File: src/rtl/chgs_pkg.sv
// Shared types and constants for the Graham scan convex hull block.
// No dependencies; every other file imports this package.
package chgs_pkg;

    localparam int XRES_W   = 64;
    localparam int MIN_HULL = 3;
    localparam int REG_W    = 32;

    localparam logic REG_CROSS_TOL = 1'b0;

    typedef enum logic [5:0] {
        ST_LOAD,
        ST_PIV_RD,
        ST_PIV_CMP,
        ST_PIV_W0,
        ST_PIV_W1,
        ST_SRT_KEY,
        ST_SRT_KEYD,
        ST_SRT_CHK,
        ST_SRT_PRV,
        ST_SRT_C,
        ST_SRT_D1,
        ST_SRT_D2,
        ST_SRT_DEC,
        ST_FLT_RD,
        ST_FLT_CUR,
        ST_FLT_CHK,
        ST_FLT_NXT,
        ST_FLT_C,
        ST_FLT_END,
        ST_SC_I0,
        ST_SC_I1,
        ST_SC_I2,
        ST_SC_CHK,
        ST_SC_CD,
        ST_SC_C,
        ST_SC_PS,
        ST_SC_PD,
        ST_SC_PUSH,
        ST_EH_RD,
        ST_EH_IX,
        ST_EH_LD,
        ST_ER_RD,
        ST_ER_LD,
        ST_OUT_WT
    } state_t;

    typedef struct packed {
        logic valid;
        logic sqdist;
    } xreq_t;

    typedef struct packed {
        logic              valid;
        logic [XRES_W-1:0] value;
    } xres_t;

endpackage

File: src/rtl/chgs_cross.sv
// Two-stage cross product / squared distance unit, results modulo 2^64.
// Depends on chgs_pkg.
module chgs_cross #(
    parameter int COORD_BITS = 16
) (
    input  logic                    aclk,
    input  logic                    aresetn,
    input  chgs_pkg::xreq_t         req,
    input  logic [2*COORD_BITS-1:0] pa,
    input  logic [2*COORD_BITS-1:0] pb,
    input  logic [2*COORD_BITS-1:0] pc,
    output chgs_pkg::xres_t         res
);
    import chgs_pkg::*;

    localparam int CB = COORD_BITS;
    localparam int DW = CB + 1;
    localparam int PW = 2 * DW;

    logic signed [DW-1:0] bx, by, cx, cy;
    logic signed [DW-1:0] u1, v1, u2, v2;
    logic signed [PW-1:0] m1_reg, m2_reg;
    logic signed [PW+XRES_W-1:0] m1e, m2e;
    logic dist_reg, v1_reg, v2_reg;
    logic [XRES_W-1:0] res_reg, res_next;

    assign bx = $signed({pb[2*CB-1], pb[2*CB-1:CB]}) - $signed({pa[2*CB-1], pa[2*CB-1:CB]});
    assign by = $signed({pb[CB-1], pb[CB-1:0]}) - $signed({pa[CB-1], pa[CB-1:0]});
    assign cx = $signed({pc[2*CB-1], pc[2*CB-1:CB]}) - $signed({pa[2*CB-1], pa[2*CB-1:CB]});
    assign cy = $signed({pc[CB-1], pc[CB-1:0]}) - $signed({pa[CB-1], pa[CB-1:0]});

    assign u1 = bx;
    assign v1 = req.sqdist ? bx : cy;
    assign u2 = by;
    assign v2 = req.sqdist ? by : cx;

    assign m1e = m1_reg;
    assign m2e = m2_reg;

    always_comb begin
        if (dist_reg) begin
            res_next = m1e[XRES_W-1:0] + m2e[XRES_W-1:0];
        end else begin
            res_next = m1e[XRES_W-1:0] - m2e[XRES_W-1:0];
        end
    end

    always_ff @(posedge aclk) begin
        m1_reg   <= u1 * v1;
        m2_reg   <= u2 * v2;
        dist_reg <= req.sqdist;
        res_reg  <= res_next;
    end

    always_ff @(posedge aclk) begin
        if (!aresetn) begin
            v1_reg <= 1'b0;
            v2_reg <= 1'b0;
        end else begin
            v1_reg <= req.valid;
            v2_reg <= v1_reg;
        end
    end

    assign res.valid = v2_reg;
    assign res.value = res_reg;

endmodule

File: config.mk
export PLATFORM = sky130hd
export DESIGN_NAME = chgs_cross
export DESIGN_NICKNAME = d
export VERILOG_FILES = /design/src/rtl/chgs_pkg.sv /design/src/rtl/chgs_cross.sv
export SDC_FILE = /design/constraint.sdc
export NUM_CORES = 2
export LEC_CHECK = 0
export BUFFER_PORTS_ARGS = -buffer_cell sky130_fd_sc_hd__buf_4
export CORE_UTILIZATION = 45
export CTS_BUF_LIST = sky130_fd_sc_hd__clkbuf_8
export CTS_CLUSTER_DIAMETER = 30
export DETAILED_ROUTE_END_ITERATION = 10
export HOLD_SLACK_MARGIN = 0.1
export SETUP_SLACK_MARGIN = 0.2
export SYNTH_ARGS = -nofsm -noshare
export SYNTH_HDL_FRONTEND = slang
export SYNTH_SLANG_ARGS = --single-unit
File: constraint.sdc
create_clock -name aclk -period 21.2 [get_ports aclk]
set_clock_uncertainty 0.05 [all_clocks]
set_input_delay 1.06 -clock aclk [delete_from_list [all_inputs] [get_ports aclk]]
set_output_delay 1.06 -clock aclk [all_outputs]
set_load 0.01 [all_outputs]
==> impl_metrics.ini <==
[outcome]
status = finished, final reports clean

[job]
cap_violations = 0

[global_route]
grt_util_all_layers_pct = 25.6
antenna_found_initial = 0
grt_pass1_wl_um = 132000
gr-total-overflow = 0
grt_pass1_vias = 23500
grt_max_degree = 61

[die]
rows = 93
die_area_um2 = 66900
ios = 165
die-width_um = 259
floorplan.initialDensity_pct = 45.8
die_y_um = 259
core_um2 = 64700

[min_path]
hp-class = flop to flop

[clocking]
cts_resized = 0
cts_sinks = 106
clk_latency_ns = 0.39
cts_made_buffers = 9
cts_root_buf = clkbuf_8
post_cts_buffers = 0
cts.path.max_buffers = 2
cts_tree = built
cts.clk_slew.worst_paths_ns = 0.13
htreeDepth = 3
postCtsHoldBufs = 0

[yosys]
synth-warning-count = 0
synth_cell_types = 83
postSynth.asyncResetShare_pct = 0
synth-main-ff-cell = dfxtp_1
netlist_top_cells_count = inv_1, fa_1, nand2_1
netlist_instances = 3382
yosysSeqAreaShare_pct = 7.16
ys_ff_latch = 106
synth.most_common_cell = inv_1
avgSynthCellArea_um2 = 8.76
yosys.area.top_type = fa_1
synth_area_um2 = 29600
synth_top_area_share_pct = 40.4
synth_nets = 4348
synthTopCellsByArea = fa_1, ha_1, inv_1
synth_edf_count = 0

[drt]
vias = 22600
drt_iter0_markers = 1536
drc_errors = 0
vias_per_cell = 5.19
postRouteAntennaNets = 0
wire_per_inst_um = 18.8
first_pass_iters = 5
wl_um = 81700

[timing]
slew_headroom_pct = 10.4
fin_crit_ns = 10.02
worst_slack_ns = 11.18
hold_viol = 0
worst_slew_pin_slew_ns = 1.33
period_share_pct = 47.3
max_freq_ghz = 0.0998
drv_slew = 0
rsz0062_at_grt = false
setup_tns_ns = 0
setup_viol = 0

[worst_setup_path]
path_max_fanout = 17
slowest_stage = xnor2_1
path_class = input port to flop
cpPeakStageDelay_ns = 1.04
crit_required_ns = 21.45
crit_path_start_kind = input port
endpoint_kind = flop
worstPathArrival_ns = 10.27
worst_path_most_repeated_cell = fa_1

[layout]
design_area_um2 = 31900
fin_nets = 4451
largest_reg_flops = 35
final_util_pct = 49.3
syn2layout_area_growth_pct = 7.73
final_layout_size_suffix_gt1_share_pct = 8.02

[placement]
placed_area_um2 = 31700
portBuffers = 164
place_hpwl_um = 71200
routabilityCongestion = 0.920
pre_cts_slack_ns = 10.87
## kinds of logic after synthesis
kind of cell	synth area share [%]
simple gates	13.8
fa+ha+maj	51.7
buf+inv	10.7
compound gates	9.93
xor+xnor	5.69
flops	7.16
mux	0.955
## path summary, 6_finish.rpt
check | start | to | slack, ns | cells past startpoint
setup / recovery | pa[16] | m1_reg[33]$_DFF_P_ | 11.18 | 31
hold / removal | v1_reg$_SDFF_PN0_ | v2_reg$_SDFF_PN0_ | 0.39 | 1
setup reg to reg | m2_reg[2]$_DFF_P_ | res_reg[33]$_DFF_P_ | 16.54 | 14
hold reg to reg | v1_reg$_SDFF_PN0_ | v2_reg$_SDFF_PN0_ | 0.39 | 1
## metrics by stage
step / hold WS (ns) / std cells
CTS: 0.400 / 4345
global placement: 0.373 / 4329
global route: 0.431 / 4345
finish: 0.392 / 4347
floorplan: 0.362 / 3382
detailed placement: 0.373 / 4329
## cell usage in the layout (no fill, tap or decap), types with 8 or more instances in the layout
cell | synthesis | final
buf_4 | 31 | 203
and2_1 | 36 | 36
nor2_1 | 346 | 346
clkbuf_8 | 0 | 9
nor4_1 | 11 | 11
o21ai_0 | 73 | 73
or2_2 | 15 | 15
inv_1 | 697 | 697
a31oi_1 | 9 | 9
nand3_1 | 25 | 25
nor3_1 | 33 | 33
fa_1 | 598 | 598
o21a_1 | 32 | 32
or3_1 | 11 | 11
nand2_1 | 360 | 360
dfxtp_1 | 106 | 106
a21oi_1 | 136 | 134
a21o_1 | 66 | 66
mux2i_1 | 8 | 8
nand2b_1 | 33 | 33
xor2_1 | 65 | 65
nor2b_1 | 35 | 35
and3_1 | 19 | 19
a211oi_1 | 15 | 15
mux2_2 | 18 | 18
xnor2_1 | 122 | 120
ha_1 | 268 | 268
o21bai_1 | 17 | 17
## worst max-delay path: cells and delay by family
kind,cells,cell delay [ns]
AO/OA/AOI/OAI,9,2.01
XOR/XNOR,1,1.04
adder cells (fa/ha/maj),9,4.02
buffers and inverters,6,0.37
multiplexers,2,0.75
AND/OR/NAND/NOR,4,1.01
## metal layers
layer	up-vias	global-route usage, %	routed length, µm
met4	0	6.30	2060
met2	687	40.9	36700
met5	-	0	0
met1	11200	36.4	37200
li1	10600	-	-
met3	103	3.94	5820
## layout make-up
class | count | area [µm²]
clock inverters | 7 | 96.3
flip-flops and latches | 106 | 2120
diodes | 2 | 5.00
fillers | 6439 | 32800
repair buffers | 203 | 1520
multi-input cells | 2467 | 24400
well taps | 855 | 1070
clock buffers | 9 | 124
inverters | 698 | 2620
Power is left out: the tool's default activity adds up to more than one toggle a clock period on the data nets, which glitch-free logic cannot reach.
