**src/rtl/chgs_pkg.sv**
```systemverilog
// Shared types and constants for the Graham scan convex hull block.
// No dependencies; every other file imports this package.
package chgs_pkg;

    localparam int XRES_W   = 64;
    localparam int MIN_HULL = 3;
    localparam int REG_W    = 32;

    localparam logic REG_CROSS_TOL = 1'b0;

    typedef enum logic [5:0] {
        ST_LOAD,
        ST_PIV_RD,
        ST_PIV_CMP,
        ST_PIV_W0,
        ST_PIV_W1,
        ST_SRT_KEY,
        ST_SRT_KEYD,
        ST_SRT_CHK,
        ST_SRT_PRV,
        ST_SRT_C,
        ST_SRT_D1,
        ST_SRT_D2,
        ST_SRT_DEC,
        ST_FLT_RD,
        ST_FLT_CUR,
        ST_FLT_CHK,
        ST_FLT_NXT,
        ST_FLT_C,
        ST_FLT_END,
        ST_SC_I0,
        ST_SC_I1,
        ST_SC_I2,
        ST_SC_CHK,
        ST_SC_CD,
        ST_SC_C,
        ST_SC_PS,
        ST_SC_PD,
        ST_SC_PUSH,
        ST_EH_RD,
        ST_EH_IX,
        ST_EH_LD,
        ST_ER_RD,
        ST_ER_LD,
        ST_OUT_WT
    } state_t;

    typedef struct packed {
        logic valid;
        logic sqdist;
    } xreq_t;

    typedef struct packed {
        logic              valid;
        logic [XRES_W-1:0] value;
    } xres_t;

endpackage

```
**src/rtl/chgs_apb.sv**
```systemverilog
// Configuration register file behind an APB-style port.
// Depends on chgs_pkg.
module chgs_apb (
    input  logic                      aclk,
    input  logic                      aresetn,
    input  logic                      psel,
    input  logic                      penable,
    input  logic                      pwrite,
    input  logic [2:0]                paddr,
    input  logic [chgs_pkg::REG_W-1:0] pwdata,
    output logic [chgs_pkg::REG_W-1:0] prdata,
    output logic                      pready,
    output logic [chgs_pkg::REG_W-1:0] tol
);
    import chgs_pkg::*;

    logic [REG_W-1:0] tol_reg;
    logic [REG_W-1:0] tol_next;

    always_comb begin
        tol_next = tol_reg;
        if (psel && penable && pwrite && (paddr[2] == REG_CROSS_TOL)) begin
            tol_next = pwdata;
        end
    end

    always_ff @(posedge aclk) begin
        if (!aresetn) begin
            tol_reg <= '0;
        end else begin
            tol_reg <= tol_next;
        end
    end

    assign prdata = (paddr[2] == REG_CROSS_TOL) ? tol_reg : '0;
    assign pready = 1'b1;
    assign tol    = tol_reg;

endmodule

```
**config.mk**
```make
export PLATFORM = sky130hd
export DESIGN_NAME = chgs_apb
export DESIGN_NICKNAME = d
export VERILOG_FILES = /design/src/rtl/chgs_pkg.sv /design/src/rtl/chgs_apb.sv
export SDC_FILE = /design/constraint.sdc
export NUM_CORES = 1
export LEC_CHECK = 0
export BUFFER_PORTS_ARGS = -buffer_cell sky130_fd_sc_hd__buf_2
export CAP_MARGIN = 5
export CORE_ASPECT_RATIO = 1.1
export CORE_MARGIN = 1
export CORE_UTILIZATION = 25
export CTS_BUF_LIST = sky130_fd_sc_hd__clkbuf_4
export CTS_CLUSTER_DIAMETER = 100
export CTS_CLUSTER_SIZE = 25
export DETAILED_ROUTE_END_ITERATION = 7
export PLACE_DENSITY = 0.6
export SLEW_MARGIN = 20
export SYNTH_ARGS = -nofsm -noshare
export SYNTH_HDL_FRONTEND = slang
export SYNTH_SLANG_ARGS = --single-unit
```
**constraint.sdc**
```tcl
create_clock -name aclk -period 1.8 [get_ports aclk]
set_input_delay 0.09 -clock aclk [delete_from_list [all_inputs] [get_ports aclk]]
set_output_delay 0.09 -clock aclk [all_outputs]
set_load 0.01 [all_outputs]
```
==> impl_metrics.ini, run 1 <==
[setup_path]
crit_path_cell_trace = and2b_2, buf_2
slowest_stage = dfxtp_1
path_class = reg2out
cp-start-kind = flip-flop
required_ps = 1710
slowest_delay_ps = 330
crit_buf_inv = 1
end_kind = output port
critPathArrivalTime_ps = 970
critical-path-top-delay-family = flip-flops
crit_path_max_fanout = 3

[placement]
dp_hpwl_um = 2520
place.gp.congestion = 0.694
post-place-cells = 343
io_buffers = 101

[worst_hold_path]
hold_path_class = in2reg

[drt]
dr.pass1.iters = 4
drt_iter0_markers = 31
viasPerCell = 4.05
wirelength_um = 3910
ant_nets = 0
routedWlPerCell_um = 10.3
num_vias = 1542
drt_drc_violations_left = 0

[sta]
hold_violations = 0
skew_ps = 0
setup_tns_ps = 0
max_freq_mhz = 940
holdWs_ps = 20.7
finalCritPeriodShare = 0.591
final.min_clock_period_ps = 1060
rsz0062_at_grt = no
setup_viol = 0
finalMaxSlewViolations = 0

[synthesis]
avgSynthCellArea_um2 = 8.69
synth_seq_area_share = 0.417
syn_nets = 217
syn_area_mm2 = 0.00154
ys_warn_count = 0
synth_area_leaders = dfxtp_1 42%, mux2i_1 21%, nand2_1 16%
yosysTopAreaCellShare = 0.417
ys_types = 12
synth_area_leader_cell = dfxtp_1
ys_ff_latch = 32
synthCells = 177

[power_and_ir_drop]
leakage_nw = 1.20
power_frac_seq = 0.548
power_frac_comb = 0.166
peakVddDrop_v = 0.000248
netSwitchingFraction = 0.259
p_sw_uw = 346
pwr_density_cell_mw_per_mm2 = 549
power_mw = 1.34
clockPowerShare = 0.286
internal-power_uw = 991

[clock_network]
postCtsResizedCells = 0
cts-htree-levels = 2
cts.sinks = 32
cts_tree = yes
clk_pin_slew_ps = 90
cts_root_buf = clkbuf_4
clk_latency_ps = 320
cts.path.max_buffers = 2
numCtsBuffers = 5

[final_layout]
mostFrequentLayoutCells = 101 x buf_2, 64 x nand2_1, 32 x mux2i_1, 32 x dfxtp_1
final_common_cell = buf_2
fin_cells = 381
area_growth_pct = 58.3
diodes = 0
largest_reg_flops = 32
fin_util = 0.417
final_nets = 343
drive_above_1_share = 0.375

[die]
die_area_mm2 = 0.00647
core_area_mm2 = 0.00584
io-pin-count = 105
die_h_um = 84.3
initial_core_util = 0.263
die_width_um = 76.8
rows = 29

[global_routing]
antenna_found_initial = 0
grt.overflow.total = 0
grt_pass1_wl_um = 6160
grt_max_degree = 39
grtUsageTotal = 0.123
grt_pass1_vias = 1373

[job]
cap_violations = 0

[run_status]
status = finished clean
-- cell type report --
cell class,count,area (µm²)
well taps,77,96.3
flip-flops and latches,32,641
clock inverters,3,13.8
repair buffers,134,866
fillers,597,3410
clock buffers,5,37.5
multi-input cells,130,781
-- kinds of logic after synthesis --
kind of cell,after synthesis,share of synthesized area
buffers and inverters,15,0.0765
DFF,32,0.417
muxes,32,0.208
other,1,0.00244
and+or+nand+nor,97,0.296
-- path summary, 6_finish.rpt --
path,from,end,slack [ps],cells after the start
hold / removal,pwdata[20],tol[20],20,3
hold reg to reg,tol[30],tol[30],470,2
setup reg to reg,tol[20],tol[20],1160,2
setup / recovery,tol[31],prdata[31],740,2
-- through the flow --
step	area, µm²	setup slack (ps)
after global placement	2080	725
after detailed placement	2080	678
after global routing	2430	629
final	2430	736
after CTS	2420	704
after floorplan	1540	970
-- cells in the mapped netlist --
| library cell | number |
|---|---|
| buf_6 | 1 |
| nand2_1 | 64 |
| conb_1 | 1 |
| buf_4 | 1 |
| clkbuf_1 | 9 |
| buf_2 | 1 |
| mux2i_1 | 32 |
| buf_12 | 3 |
| dfxtp_1 | 32 |
| and2b_2 | 2 |
| nor2b_1 | 30 |
| and4b_1 | 1 |
-- metal layers --
layer	vias to the layer above	part of all wire	global-route usage
met2	56	0.49	0.226
met1	675	0.43	0.127
met5	-	0	0
met3	5	0.054	0.0337
met4	0	0.018	0.0629
li1	806	-	-
-- worst min-delay path, delay by kind of cell --
family,cells,cell delay [ps]
multiplexers,1,70
AND/OR/NAND/NOR,1,50
buffers and inverters,1,100
-- timing repair --
action / CTS / global route
hold endpoints to repair: 29 / 1
hold buffers: 29 / 1
buffers inserted: 0 / 0
-- power groups by stage --
stage	Clock, mW	Combinational (mW)	Sequential [mW]
detailed placement	0	0.174	0.750
finish	0.382	0.222	0.733
floorplan	0	0.0908	0.756
global placement	0	0.172	0.749
global route	0.456	0.245	0.736
CTS	0.411	0.223	0.734
(Power assumes the default switching activity.)
==> inputs of run 2 (changes only) <==
ABC_AREA = 1   (was default)
PLACE_DENSITY = 0.59   (was 0.6)
clock period = 1.1 ns   (was 1.8 ns; I/O delays follow)
==> impl_metrics.ini, run 2 <==
[synthesis]
ys_types = 15
synthMostInstantiatedCell = nor2_1
yosys.area_share.adder = 0
synth_compound_area_frac = 0
syn_nets = 321
synth_simple_gate_area_share = 0.406
synth_edf_count = 0
synth_area_leader_cell = dfxtp_1
avgSynthCellArea_um2 = 6.00
synth_top_family_by_area = simple AND/OR/NAND/NOR gates
synth-xor-area-share = 0
syn_area_mm2 = 0.00169
synthMuxAreaShare = 0
synth_area_leaders = dfxtp_1 38%, nor2_1 21%, inv_1 15%
ys.flop_type = dfxtp_1
yosysTopAreaCellShare = 0.380
synthArstFlopShare = 0
ys_ff_latch = 32
yosys-top-cells-count = 96 x nor2_1, 66 x inv_1, 32 x dfxtp_1, 32 x nand2_1, 32 x nand3_1
synthCells = 281
ys_warn_count = 0
synth_seq_area_share = 0.380

[drt]
num_vias = 1822
dr.pass1.iters = 4
drt_iter0_markers = 36
ant_nets = 0
routedWlPerCell_um = 8.79
viasPerCell = 3.91
drt_drc_violations_left = 0
wirelength_um = 4100

[placement]
place.gp.congestion = 0.720
post-place-cells = 458
io_buffers = 101
place_area_mm2 = 0.00231
dp_hpwl_um = 3080

[sta]
final.min_clock_period_ps = 1010
finalCritPeriodShare = 0.915
max_freq_mhz = 993
hold_violations = 0
rsz0062_at_grt = yes
finalMaxSlewViolations = 0
setup_viol = 0
skew_ps = 0
setup_tns_ps = 0

[clock_network]
numCtsBuffers = 5
postCtsResizedCells = 0
postCtsSetupBuffers = 0
clk_pin_slew_ps = 100
cts.path.max_buffers = 2
cts_tree = yes
hold_buffers = 0
cts-htree-levels = 2
clk_latency_ps = 320
cts.sinks = 32
cts_root_buf = clkbuf_4

[die]
die_width_um = 80.3
die_h_um = 88.1
die_area_mm2 = 0.00707
rows = 31
initial_core_util = 0.257
io-pin-count = 105
core_area_mm2 = 0.00656

[power_and_ir_drop]
power_mw = 2.33
leakage_nw = 1.39
pwr_density_cell_mw_per_mm2 = 984
peakVddDrop_v = 0.000414

[final_layout]
fin_util = 0.362
mostFrequentLayoutCells = 101 x buf_2, 96 x nor2_1, 66 x inv_1
seq_area_um2 = 647
nFillCells = 726
drive_above_1_share = 0.336
diodes = 0
area_growth_pct = 40.7
fin_cells = 466
largest_reg_flops = 32
multi_input_area_um2 = 688
design_area_mm2 = 0.00237
final_nets = 423
final_common_cell = buf_2

[global_routing]
grtUsageTotal = 0.113
grt_max_degree = 28
grt_pass1_wl_um = 6090
grt.overflow.total = 0
antenna_found_initial = 0
grt_pass1_vias = 1366

[worst_hold_path]
hold_depth = 5
min-delay-start = pwdata[5]
hold_path_class = in2reg

[run_status]
status = finished clean

[setup_path]
rr_startpoint = tol[13]
critPathLaunch = tol[2]
end_kind = output port
critPathArrivalTime_ps = 950
cp-start-kind = flip-flop
path_class = reg2out
required_ps = 1040
crit_path_max_fanout = 3
rr_worst_depth = 2

[job]
cap_violations = 0
run 2: worst paths after layout:
path / slack [ps] / end
setup / recovery: 90 / prdata[2]
hold reg to reg: 500 / tol[9]
hold / removal: 40 / tol[5]
setup reg to reg: 510 / tol[13]
run 2: worst max-delay path, cell delays in order (launching register included):
cell and delay [ps]:
dfxtp_1 370, inv_1 50, nor2_1 80, buf_2 140
run 2: cell type report:
type	count	share of cell area
multi-input combinational	165	0.290
sequential	32	0.273
timing repair buffer	112	0.264
inverter	67	0.106
tap	82	0.0433
clock buffer	7	0.0222
clock inverter	1	0.00158
run 2: logic make-up (layout without fill, tap and decap cells):
kind of cell,Yosys count,count (layout)
AND/OR/NAND/NOR,164,164
other,1,1
flip-flops,32,32
buffers and inverters,84,187
run 2: metal layers:
metal  vias to the layer above  GRT usage  share of wire
met3                         6     0.0344          0.058
met5                         -          0              0
met2                        57      0.192           0.46
met4                         0     0.0438          0.012
met1                       761      0.134           0.47
li1                        998          -              -
run 2: metrics by stage:
stage	hold slack (ps)	setup WS, ps
5_1_grt	22.9	-2.89
4_1_cts	16.3	56.2
3_5_place_dp	373	188
3_3_place_gp	368	213
6_report	36.2	93.0
2_1_floorplan	176	358
run 2: report_power, final:
part / leakage (nW) / switching [mW] / internal (mW)
Sequential: 0.262 / 0.0283 / 1.20
Clock: 0.0338 / 0.384 / 0.295
Combinational: 1.09 / 0.238 / 0.190
Total: 1.39 / 0.650 / 1.68
